File: config.mk
export PLATFORM = sky130hd
export DESIGN_NAME = lsmr_addr
export DESIGN_NICKNAME = d
export VERILOG_FILES = /design/src/sv/lsmr_pkg.sv /design/src/sv/lsmr_addr.sv
export SDC_FILE = /design/constraint.sdc
export NUM_CORES = 1
export LEC_CHECK = 0
export ABC_AREA = 1
export BUFFER_PORTS_ARGS = -buffer_cell sky130_fd_sc_hd__buf_4
export CAP_MARGIN = 0
export CORE_MARGIN = 5
export CORE_UTILIZATION = 47
export DETAILED_ROUTE_END_ITERATION = 8
export GPL_TIMING_DRIVEN = 0
export PLACE_DENSITY = 0.85
export SYNTH_ARGS = -nofsm -noshare
export SYNTH_HDL_FRONTEND = slang
export SYNTH_SLANG_ARGS = --single-unit
File: constraint.sdc
create_clock -name clk -period 2 [get_ports clk]
set_clock_uncertainty 0.2 [all_clocks]
set_input_delay 0.4 -clock clk [delete_from_list [all_inputs] [get_ports clk]]
set_output_delay 0.4 -clock clk [all_outputs]
set_load 0.01 [all_outputs]
File: src/sv/lsmr_pkg.sv
// Shared types, field widths and codes of the lattice species unit.
// Depends on nothing; used by lsmr_addr, the top level and lsmr_chk.
package lsmr_pkg;

	// Field widths
	localparam int ROW_W      = 9;
	localparam int COL_W      = 9;
	localparam int DRAW_W     = 16;
	localparam int SP_W       = 4;
	localparam int CH_W       = 8;
	localparam int EV_W       = 3;
	localparam int MODE_W     = 2;
	localparam int S_TDATA_W  = 48;
	localparam int M_TDATA_W  = 16;
	localparam int CFG_IDX_W  = 2;
	localparam int CFG_DATA_W = 64;

	// Number of live species; ids run 1..SPECIES
	localparam int SPECIES = 3;
	localparam logic [CH_W-1:0] LIVE_MASK = CH_W'((1 << SPECIES) - 1);

	// Input modes
	localparam logic [MODE_W-1:0] MODE_UPDATE = 2'd0;
	localparam logic [MODE_W-1:0] MODE_WRITE  = 2'd1;
	localparam logic [MODE_W-1:0] MODE_READ   = 2'd2;

	// Result events
	localparam logic [EV_W-1:0] EV_IDLE    = 3'd0;
	localparam logic [EV_W-1:0] EV_DIED    = 3'd1;
	localparam logic [EV_W-1:0] EV_MOVED   = 3'd2;
	localparam logic [EV_W-1:0] EV_REPRO   = 3'd3;
	localparam logic [EV_W-1:0] EV_WRITTEN = 3'd4;
	localparam logic [EV_W-1:0] EV_READ    = 3'd5;

	// Configuration register indexes
	localparam logic [CFG_IDX_W-1:0] CFG_DEATH_THRESHOLD = 2'd0;
	localparam logic [CFG_IDX_W-1:0] CFG_NEED_MATRIX     = 2'd1;

	localparam logic [DRAW_W-1:0] THR_RESET = 16'd6554;

	typedef enum logic [2:0] {
		ST_CLEAR,
		ST_IDLE,
		ST_RD_HERE,
		ST_CHK_HERE,
		ST_EVAL,
		ST_WR_HERE,
		ST_FIN
	} state_t;

	// One lattice site as stored in memory
	typedef struct packed {
		logic [CH_W-1:0] chem;
		logic [SP_W-1:0] species;
	} site_t;

	localparam site_t SITE_RESET = '{chem: 8'hFF, species: 4'h0};

	// Coordinate request handed to the address unit
	typedef struct packed {
		logic [ROW_W-1:0] row;
		logic [COL_W-1:0] col;
		logic             axis;
		logic             step_sign;
	} addr_req_t;

	// One result item
	typedef struct packed {
		logic [EV_W-1:0] ev;
		logic [SP_W-1:0] site_species;
		logic [SP_W-1:0] neighbour_species;
		logic [CH_W-1:0] site_chemicals;
	} result_t;

endpackage

File: src/sv/lsmr_addr.sv
// Address unit: wraps row/col onto the torus, finds the neighbour and
// registers both memory addresses. Depends on lsmr_pkg.
module lsmr_addr #(
	parameter int SIDE = 512,
	localparam int CW = $clog2(SIDE),
	localparam int AW = $clog2(SIDE * SIDE)
) (
	input  logic                 clk,
	input  logic                 load,
	input  lsmr_pkg::addr_req_t  req,
	output logic [AW-1:0]        here_addr,
	output logic [AW-1:0]        there_addr
);

	localparam int RW   = (CW > lsmr_pkg::ROW_W) ? CW : lsmr_pkg::ROW_W;
	localparam int SPAN = 1 << lsmr_pkg::ROW_W;

	logic [CW-1:0] r_w, c_w, nr_w, nc_w, r_nb, c_nb;
	logic [AW-1:0] here_q, there_q;

	// Reduce a 9-bit coordinate modulo SIDE by shifted compare/subtract
	function automatic logic [CW-1:0] wrap_coord(input logic [lsmr_pkg::ROW_W-1:0] v_in);
		logic [RW-1:0] v;
		v = RW'(v_in);
		for (int k = lsmr_pkg::ROW_W - 1; k >= 0; k--) begin
			if ((SIDE << k) < SPAN) begin
				if (v >= RW'(SIDE << k)) begin
					v = v - RW'(SIDE << k);
				end
			end
		end
		return CW'(v);
	endfunction

	// One wrapped step up or down
	function automatic logic [CW-1:0] step_coord(input logic [CW-1:0] v, input logic up);
		logic [CW-1:0] res;
		if (up) begin
			res = (v == CW'(SIDE - 1)) ? '0 : v + CW'(1);
		end else begin
			res = (v == '0) ? CW'(SIDE - 1) : v - CW'(1);
		end
		return res;
	endfunction

	function automatic logic [AW-1:0] site_index(input logic [CW-1:0] r, input logic [CW-1:0] c);
		return AW'(AW'(r) * AW'(SIDE)) + AW'(c);
	endfunction

	assign r_w  = wrap_coord(req.row);
	assign c_w  = wrap_coord(req.col);
	assign r_nb = step_coord(r_w, req.step_sign);
	assign c_nb = step_coord(c_w, req.step_sign);
	assign nr_w = req.axis ? r_w : r_nb;
	assign nc_w = req.axis ? c_nb : c_w;

	// Address registers, loaded with each transaction
	always_ff @(posedge clk) begin
		if (load) begin
			here_q  <= site_index(r_w, c_w);
			there_q <= site_index(nr_w, nc_w);
		end
	end

	assign here_addr  = here_q;
	assign there_addr = there_q;

endmodule

==> summary.md, run 1 <==
| Metric | Value |
|---|---|
| Status | finished clean |
| Vias in the first global route | 1914 |
| Drt first-iter violations | 243 |
| Final Setup Violations | 0 |
| Die ar. | 6040 sq um |
| Worst-path fanout max | 7 |
| Setup TNS | 0 ns |
| Post-route ant nets | 0 |
| Chip height | 77.7 um |
| Worst setup path end | there_addr[2] |
| Clock Sinks | 36 |
| Total track usage | 17.8% |
| DIE WIDTH | 77.7 um |
| CTS tree | yes |
| Critical path class | in -> reg |
| CP startpoint | req[2] |
| Share of cells above drive strength 1 | 30.2% |
| Initial core utilization | 48.9% |
| RSZ-0062 raised after global routing | false |
| Syn Inst Count | 252 |
| Asr flop ratio synth | 0% |
| Unique masters post-synth | 29 |
| Warnings from Yosys | 0 |
| Mean Syn Cell Area | 8.56 sq um |
| Post-route DRC | 0 |
| Synth area leader | edfxtp_1 |
| Endpoints failing hold | 0 |
| Total number of vias | 2033 |
| Critical Path Source Type | input pin |
| Max Slew Vio Count | 0 |
| Clock Path Buffers | 2 |
| Gpl congestion | 0.915 |
| First-pass GRT wire length | 8.83 mm |
| Layout Nets | 351 |
| Worst Hold Class | in -> reg |
| Slew at the pin closest to its max-slew limit | 0.500 ns |
| Site row count | 24 |
| Crit path arrival time | 1.75 ns |
| Synth Flop Type | edfxtp_1 |
| Drt first pass iters | 4 |
| CTS Buf Count | 5 |
| Clk pin slew, worst setup/hold paths | 0.08 ns |
| CP required | 1.83 ns |
| Layout area overhead | 32.1% |
| Slew headroom | 66.7% |
| Largest net degree at the start of global routing | 37 |
| Core ar. | 4410 sq um |
| Pwr dens | 635 nW/um^2 |
| Max Cap Violations | 0 |
| Vias/cell | 5.41 |
| Post-route clock period utilization | 95.8% |
| H-tree depth | 2 |
| Top-count cell post-synth | nand2_1 |
| Sequential share of the synthesized area | 50.1% |
| WL per Instance | 14.2 um |
| Post-synth top cells | nand2_1, edfxtp_1, nor2_1, nand3_1, inv_1 |
| Cell area after synthesis | 2160 sq um |
| Yosys reg bits | 36 |
| Mapped Nets | 280 |
| Pleak | 0.00128 uW |
| Initial antenna violation count | 0 |
| Peak supply drop | 435 uV |
| Top cells by area, synth | edfxtp_1, nand2_1, nand3_1 |
| Power, Total | 1810 uW |
| Top Ports | 58 |
| Clock root cell | clkbuf_8 |
| Final Util | 64.6% |
| DRT Wirelength | 5.35 mm |
| DP Wirelength | 3.76 mm |
| Number of port buffers | 57 |
| Gr ovfl total | 0 |
| Max Clk Rate | 522 MHz |
| Yosys top cell area share | 50.1% |
| CTS hold repair buffers | 0 |
| Critical Path Sink Type | register |
| Post-synth EDFFs | 36 |
| Final min period | 1.92 ns |
| Diodes inserted | 0 |
-- placed cells by master (no fill, tap or decap), drive strengths merged --
master | netlist | final
a21oi | 12 | 12
edfxtp | 36 | 36
xor2 | 2 | 2
clkbuf | 3 | 10
a21o | 1 | 1
xnor2 | 1 | 1
nor2 | 37 | 37
clkinv | 0 | 1
a211oi | 2 | 2
nand2 | 59 | 59
o22ai | 1 | 1
a31oi | 4 | 4
nand3 | 30 | 30
o21ai | 23 | 23
ha | 6 | 6
inv | 27 | 27
buf | 3 | 67
nand4 | 3 | 3
or2 | 2 | 2
-- power by group --
part           total (uW)  internal (uW)  leakage [uW]  switching, uW
Clock                 496            243     0.0000399            253
Combinational         388            168      0.000887            221
Sequential            926            908      0.000352           17.5
-- flip-flops by register name, indices dropped and copies added (netlist names) --
| register | cells |
|---|---|
| here_addr | 18 |
| there_addr | 18 |
-- cell type report --
type,count,area [sq um]
repair buffers,64,480
plain buffers,6,36.3
flip-flops and latches,36,1080
clock buffers,7,76.3
inverters,27,101
fillers,375,1560
clock inverters,1,3.75
well taps,52,65.1
multi-input cells,183,1010
-- repair_timing --
item,in CTS,in global routing
buffers inserted,5,2
gates resized for setup,8,9
endpoints found under the setup margin,5,11
pin swaps,6,5
-- worst min-delay path by stage --
stage          startpoint            to  slack, ns  cells after the start
2_1_floorplan      req[2]  here_addr[0]       0.30                      0
3_3_place_gp       req[7]  here_addr[5]       0.39                      1
3_5_place_dp       req[7]  here_addr[5]       0.39                      1
4_1_cts            req[7]  here_addr[5]       0.09                      1
5_1_grt            req[7]  here_addr[5]       0.08                      1
6_report           req[7]  here_addr[5]       0.09                      1
-- logic make-up after synthesis --
group | after synthesis | synth area share (%)
xor+xnor | 3 | 1.22
compound gates | 43 | 10.8
buf+inv | 33 | 6.38
simple gates | 131 | 28.0
fa+ha+maj | 6 | 3.48
flops | 36 | 50.1
-- per-layer routing --
metal	track usage (%)	share of wire, %	wire length (um)
met3	4.40	6.7	361
met4	7.73	1.8	95
met1	22.9	42	2250
met5	0	0	0
met2	28.5	49	2640
-- stage by stage --
step,hold WS [ns],area [sq um],worst slack (ns),std cells
floorplan,0.299,2160,0.0300,252
global placement,0.388,2650,-0.318,361
detailed placement,0.389,2650,-0.398,361
CTS,0.0882,2800,0.0196,374
global route,0.0811,2850,0.00153,376
finish,0.0890,2850,0.0838,376
-- critical path, stage by stage --
cell,delay (ns)
buf_4,0.14
ha_4,0.15
nand3_2,0.10
nor2_4,0.15
nand3_2,0.09
nor2_1,0.10
ha_2,0.22
nor2_4,0.06
inv_2,0.08
nor2_1,0.05
o21ai_1,0.14
o21ai_1,0.08
(Power assumes the default switching activity.)
==> inputs of run 2 (changes only) <==
--- a/config.mk
+++ b/config.mk
@@ -5,14 +5,13 @@
 export SDC_FILE = /design/constraint.sdc
 export NUM_CORES = 1
 export LEC_CHECK = 0
-export ABC_AREA = 1
 export BUFFER_PORTS_ARGS = -buffer_cell sky130_fd_sc_hd__buf_4
 export CAP_MARGIN = 0
 export CORE_MARGIN = 5
 export CORE_UTILIZATION = 47
 export DETAILED_ROUTE_END_ITERATION = 8
 export GPL_TIMING_DRIVEN = 0
-export PLACE_DENSITY = 0.85
+export PLACE_DENSITY = 0.86
 export SYNTH_ARGS = -nofsm -noshare
 export SYNTH_HDL_FRONTEND = slang
 export SYNTH_SLANG_ARGS = --single-unit
==> run 2 against run 1 <==
Combinational power up 6.7%. Cell area increased by 1.4%. Synthesized area shrank 1.3%. Sequential cell count stayed put. Utilization up 1.4 points. Critical path depth shrank 2. Non-clock buffer count up 4. Critical path type unchanged. Total power increased by 1.4%. Count of clock-buffer cells in the layout unchanged. Via count is 4.2% lower.
==> summary.md, run 2 <==
| Metric | Value |
|---|---|
| Status | finished clean |
| CP top delay family | simple AND/OR/NAND/NOR gates |
| H-tree depth | 2 (unchanged) |
| Top cells by area, synth | edfxtp_1, ha_1, nor2_1 |
| DP Wirelength | 3.77 mm (+0.32%) |
| Post-synth EDFFs | 36 (unchanged) |
| Cell area after synthesis | 2130 sq um (-1.3%) |
| Synth Area in Simple Gates | 21.1% (-6.9 points) |
| Clock Sinks | 36 (unchanged) |
| Post-synthesis mux area share | 2.82% (+2.8 points) |
| Vias in the first global route | 1928 (+0.73%) |
| Commonest cells after routing, fill and taps aside | buf_4, edfxtp_1, nor2_1 |
| Adder-cell share of the synthesized area | 3.53% (+0.045 points) |
| Worst-path fanout max | 7 (unchanged) |
| Critical Path Max Stage Delay | 0.22 ns (about the same) |
| CTS Buf Count | 5 (unchanged) |
| Syn Inst Count | 204 (-19%) |
| Pleak | 0.00115 uW (-9.8%) |
| Synth Flop Type | edfxtp_1 |
| CP required | 1.84 ns (about the same) |
| Diodes inserted | 0 (unchanged) |
| Slew headroom | 62.6% (-4.0 points) |
| Top-count cell post-synth | edfxtp_1 |
| Total track usage | 18.5% (+0.63 points) |
| Setup TNS | 0 ns (unchanged) |
| Placed inst area | 2710 sq um (+2.2%) |
| Number of port buffers | 57 (unchanged) |
| Unique masters post-synth | 56 (+93%) |
| Mean Syn Cell Area | 10.4 sq um (+22%) |
| Critical Path Sink Type | register |
| Site row count | 24 (unchanged) |
| Die ar. | 5980 sq um (-1.1%) |
| Final min period | 1.99 ns (+0.0694 ns) |
| Slew at the pin closest to its max-slew limit | 0.560 ns (+0.0603 ns) |
| Max Clk Rate | 504 MHz (-3.5%) |
| Asr flop ratio synth | 0% (unchanged) |
| Yosys reg bits | 36 (unchanged) |
| Yosys top cell area share | 50.8% (+0.65 points) |
| Clk pin slew, worst setup/hold paths | 0.07 ns (about the same) |
| Warnings from Yosys | 0 (unchanged) |
| Gr ovfl total | 0 (unchanged) |
| Endpoints failing hold | 0 (unchanged) |
| Core ar. | 4380 sq um (-0.68%) |
| Critical-path top delay cell | and3_4 |
| Sequential share of the synthesized area | 50.8% (+0.65 points) |
| Vias/cell | 5.97 (+10%) |
| Initial core utilization | 48.6% (-0.29 points) |
| Post-route ant nets | 0 (unchanged) |
| WL per Instance | 17.4 um (+22%) |
| Clock root cell | clkbuf_8 |
| Main combinational cell family by area after synthesis | simple AND/OR/NAND/NOR gates |
| Drt first pass iters | 5 (+1) |
| Max Slew Vio Count | 0 (unchanged) |
| First-pass GRT wire length | 9.05 mm (+2.4%) |
| Crit path arrival time | 1.83 ns (+0.08 ns) |
| Area share of xor/xnor cells in the synthesized design | 0% (-1.2 points) |
| RSZ-0062 raised after global routing | true |
| Max Cap Violations | 0 (unchanged) |
| Pwr dens | 635 nW/um^2 (about the same) |
| Layout area overhead | 35.8% |
| Chip height | 77.3 um (-0.56%) |
| Final Util | 66.0% (+1.4 points) |
| Initial antenna violation count | 0 (unchanged) |
| Layout Nets | 301 (-14%) |
| Gpl congestion | 0.913 (-0.26%) |
| Share of cells above drive strength 1 | 35.4% (+5.2 points) |
| Clock Path Buffers | 2 (unchanged) |
| Worst Hold Class | in -> reg |
| Final Setup Violations | 0 (unchanged) |
| Post-route DRC | 0 (unchanged) |
| Most frequent CP cell | ha_4 |
| Top Ports | 58 (unchanged) |
| Drt first-iter violations | 171 (-30%) |
| Pre-CTS setup slack | -0.530 ns (-0.131 ns) |
| Worst Path Buf+Inv | 1 (-1) |
| Setup ws final | 0.0144 ns (-0.0694 ns) |
| Post-route clock period utilization | 99.3% (+3.5 points) |
| Compound-Gate Fraction of Synth Area | 17.6% (+6.8 points) |
| Most common cell after layout, fill and taps aside | buf_4 |
| Total number of vias | 1947 (-4.2%) |
| Post-synth top cells | edfxtp_1, nor2_1, nand2_1, o21ai_0, a21oi_1 |
| Critical path class | in -> reg |
| Synth area leader | edfxtp_1 |
| Mapped Nets | 232 (-17%) |
| Critical Path Source Type | input pin |
| DRT Wirelength | 5.67 mm (+6.0%) |
| Largest net degree at the start of global routing | 37 (unchanged) |
| DIE WIDTH | 77.3 um (-0.56%) |
| CTS tree | yes |
| CTS hold repair buffers | 0 (unchanged) |
| CP Cell Sequence | buf_12, ha_4, nand2_4, nor3_4, and3_4, ha_4, nand2b_4, nor2_4, a2bb2o_4, o22a_1 |
| Design Area, Final | 2890 sq um (+1.4%) |
| Peak supply drop | 331 uV (-24%) |
-- run 2: cell count changes in the layout (fill, tap and decap cells not counted), moves of 4 or more --
cell	previous run	this run
inv_1	24	6
mux2i_1	0	6
nand2_1	55	15
nand3_1	26	6
nand3_2	4	0
nor2_1	29	19
nor2_4	6	1
nor2b_1	0	4
nor3_1	0	5
nor4_1	0	4
o21ai_0	19	10
-- run 2: stage by stage --
step                      hold slack (ns)  cells  power (uW)
after floorplan                     0.299    204        1130
after global placement              0.386    313        1320
after detailed placement            0.389    313        1330
after CTS                          0.0878    321        1820
after global routing               0.0867    326        1910
final                              0.0904    326        1840
-- run 2: cells by family (layout without fill, tap and decap cells) --
family / count (synthesis) / in the layout
AND/OR/NAND/NOR: 82 / 82
multiplexers: 6 / 6
buffers and inverters: 20 / 90
flip-flops: 36 / 36
adder cells (fa/ha/maj): 6 / 6
AO/OA/AOI/OAI: 54 / 54
-- run 2: per-layer routing --
layer | up-vias | GRT usage, % | wire, um
met1 | 899 | 22.8 | 2260
li1 | 921 | - | -
met5 | - | 0 | 0
met2 | 112 | 29.6 | 2830
met3 | 15 | 4.92 | 447
met4 | 0 | 9.45 | 133
-- run 2: area by class of cell --
cell class	count	area, sq um
multi-input cells	148	1060
well taps	52	65.1
clock buffers	7	76.3
repair buffers	67	539
inverters	8	30.0
flip-flops and latches	36	1080
clock inverters	1	3.75
fillers	346	1490
plain buffers	7	37.5
-- run 2: repair_timing --
action | in CTS | in global routing
setup buffers | 4 | 6
endpoints found under the setup margin | 8 | 6
resized for setup | 5 | 14
pin swaps | 5 | 0
-- run 2: path summary, 6_finish.rpt --
path	from	endpoint	slack, ns	cells after the start
worst min-delay path	req[15]	here_addr[13]	0.09	1
worst max-delay path	req[2]	there_addr[6]	0.01	10
-- run 2: power by group --
part / leakage, uW / switching [uW] / total (uW) / internal, uW
logic: 0.000762 / 223 / 414 / 191
clock network: 0.0000399 / 255 / 497 / 242
registers: 0.000352 / 17.1 / 925 / 908
total: 0.00115 / 494 / 1840 / 1340
==> inputs of run 3 (changes only) <==
--- a/config.mk
+++ b/config.mk
@@ -5,13 +5,14 @@
 export SDC_FILE = /design/constraint.sdc
 export NUM_CORES = 1
 export LEC_CHECK = 0
+export ABC_AREA = 1
 export BUFFER_PORTS_ARGS = -buffer_cell sky130_fd_sc_hd__buf_4
 export CAP_MARGIN = 0
 export CORE_MARGIN = 5
 export CORE_UTILIZATION = 47
 export DETAILED_ROUTE_END_ITERATION = 8
 export GPL_TIMING_DRIVEN = 0
-export PLACE_DENSITY = 0.86
+export PLACE_DENSITY = 0.83
 export SYNTH_ARGS = -nofsm -noshare
 export SYNTH_HDL_FRONTEND = slang
 export SYNTH_SLANG_ARGS = --single-unit
==> constraint.sdc (replaced) <==
create_clock -name clk -period 2 [get_ports clk]
set_clock_uncertainty 0.2 [all_clocks]
set_input_delay 0.2 -clock clk [delete_from_list [all_inputs] [get_ports clk]]
set_output_delay 0.2 -clock clk [all_outputs]
set_load 0.01 [all_outputs]
==> run 3 against run 2 <==
Count of clock-buffer cells in the layout is the same. Critical path type unchanged. Sequential power is essentially flat. Worst setup slack gained 0.11 ns. Non-clock buffer count grew 10. Fmax grew 5.7%. Total power shrank 0.11%. Cell area grew 1.9%. Global-route usage shrank 0.40 points. Highest routed layer unchanged.
==> summary.md, run 3 (synthesis results as in run 1) <==
| Metric | Value |
|---|---|
| First-pass GRT wire length | 8.85 mm (-2.1%) |
| Clock Path Buffers | 2 (unchanged) |
| Share of cells above drive strength 1 | 26.3% (-9.1 points) |
| Gpl congestion | 0.905 (-0.91%) |
| Drt first-iter violations | 229 (+34%) |
| Site row count | 24 (unchanged) |
| Final Util | 66.8% (+0.80 points) |
| HP Start | req[17] |
| Sw Share | 26.9% (about the same) |
| H-tree depth | 2 (unchanged) |
| Pre-CTS setup slack | -0.193 ns (+0.336 ns) |
| CTS Buf Count | 5 (unchanged) |
| CTS tree | yes |
| Most frequent CP cell | nor2_1 |
| CP top delay family | buffers and inverters |
| Worst Path Buf+Inv | 3 (+2) |
| Total number of vias | 2087 (+7.2%) |
| Endpoints failing hold | 0 (unchanged) |
| P_int | 1340 uW (-0.12%) |
| DIE WIDTH | 77.7 um (+0.56%) |
| Critical Path Source Type | input pin |
| Initial antenna violation count | 0 (unchanged) |
| Fillers | 357 (+3.2%) |
| Vias in the first global route | 1907 (-1.1%) |
| DRT Wirelength | 5.43 mm (-4.3%) |
| Critical Path Sink Type | register |
| Post-route clock period utilization | 93.9% (-5.4 points) |
| Layout area overhead | 36.6% |
| Most common cell after layout, fill and taps aside | buf_4 |
| Initial core utilization | 48.9% (+0.29 points) |
| Vias/cell | 5.35 (-10%) |
| Chip height | 77.7 um (+0.56%) |
| Clock root cell | clkbuf_8 |
| Net Sw Power | 494 uW (about the same) |
| Commonest cells after routing, fill and taps aside | buf_4, nand2_1, edfxtp_1 |
| Clock power frac | 27.0% (about the same) |
| Peak supply drop | 380 uV (+15%) |
| Largest net degree at the start of global routing | 37 (unchanged) |
| Critical-path top delay cell | dlygate4sd3_1 |
| Final min period | 1.88 ns (-0.108 ns) |
| Post-route ant nets | 0 (unchanged) |
| Max Slew Vio Count | 0 (unchanged) |
| Worst Hold Class | in -> reg |
| Pleak | 0.00133 uW (+15%) |
| CP Cell Sequence | dlygate4sd3_1, buf_6, nand3_1, nor2_1, ha_2, nor2_4, inv_1, nor2_1, o21ai_1, o21ai_0 |
| Core ar. | 4410 sq um (+0.68%) |
| Part of the power in registers | 50.5% (about the same) |
| WHS Path Cells | 3 (+2) |
| Setup ws final | 0.122 ns (+0.108 ns) |
| WL per Instance | 13.9 um (-20%) |
| Slew headroom | 67.4% (+4.8 points) |
| Drt first pass iters | 5 (unchanged) |
| Hold EP | there_addr[15] |
| Diodes inserted | 0 (unchanged) |
| Clock Sinks | 36 (unchanged) |
| Max Cap Violations | 0 (unchanged) |
| Slew at the pin closest to its max-slew limit | 0.489 ns (-0.0716 ns) |
| Max Clk Rate | 532 MHz (+5.7%) |
| Worst-path fanout max | 8 (+1) |
| Post-route DRC | 0 (unchanged) |
| Total track usage | 18.1% (-0.40 points) |
| CP required | 1.84 ns (about the same) |
| Critical path class | in -> reg |
| Gr ovfl total | 0 (unchanged) |
| Final Setup Violations | 0 (unchanged) |
| Number of port buffers | 57 (unchanged) |
| Pwr dens | 622 nW/um^2 (-2.0%) |
| Crit path arrival time | 1.72 ns (-0.11 ns) |
| DP Wirelength | 3.75 mm (-0.45%) |
| Top Ports | 58 (unchanged) |
| Status | finished clean |
| Die ar. | 6040 sq um (+1.1%) |
| Clk pin slew, worst setup/hold paths | 0.07 ns (about the same) |
| Comb pwr share | 22.4% (about the same) |
| Layout Nets | 365 (+21%) |
| Critical Path Max Stage Delay | 0.54 ns (+0.32 ns) |
-- run 3: worst max path at each step --
stage / start / end / slack (ns) / depth (start not counted)
CTS: req[8] / there_addr[4] / 0.02 / 10
floorplan: req[2] / there_addr[2] / 0.23 / 11
finish: req[8] / there_addr[2] / 0.12 / 10
global route: req[11] / there_addr[11] / -0.006 / 12
detailed placement: req[11] / there_addr[11] / -0.19 / 12
global placement: req[11] / there_addr[12] / -0.13 / 10
-- run 3: routing by layer --
layer  track usage (%)  wire [um]  up-vias
met5                 0          0        -
met4              6.01         73        0
met3              3.82        480        8
met2              31.0       2590      115
met1              22.5       2280      934
li1                  -          -     1030
-- run 3: worst min-delay path: stages --
cell,delay [ns]
buf_4,0.13
nand2_1,0.06
nand2_1,0.06
-- run 3: layout make-up --
cell class / instances / area (sq um) / share of cell area, %
multi-input cells: 183 / 948 / 32.2
inverters: 27 / 101 / 3.44
plain buffers: 6 / 36.3 / 1.23
repair buffers: 78 / 634 / 21.5
flip-flops and latches: 36 / 1080 / 36.7
well taps: 52 / 65.1 / 2.21
clock buffers: 7 / 76.3 / 2.59
clock inverters: 1 / 3.75 / 0.127
-- run 3: power groups by stage --
stage                     sequential (uW)  clock, uW  combinational [uW]
after floorplan                       979          0                 137
after global placement                940          0                 370
after detailed placement              942          0                 378
after CTS                             927        501                 406
after global routing                  932        550                 451
final                                 927        496                 411
-- run 3: metrics by stage --
step	cell area [sq um]	setup TNS (ns)	hold WS, ns	std cells	power [uW]
after floorplan	2160	0	0.0989	252	1120
after global placement	2650	-0.765	0.188	361	1310
after detailed placement	2650	-1.24	0.189	361	1320
after CTS	2910	0	0.0548	387	1830
after global routing	2950	-0.0115	0.0899	390	1930
final	2950	0	0.0535	390	1830
-- run 3: timing repair --
action	CTS	global route
resized for setup	0	6
setup endpoints to repair	0	7
buffers inserted	0	3
hold buffers	18	0
hold endpoints to repair	18	0
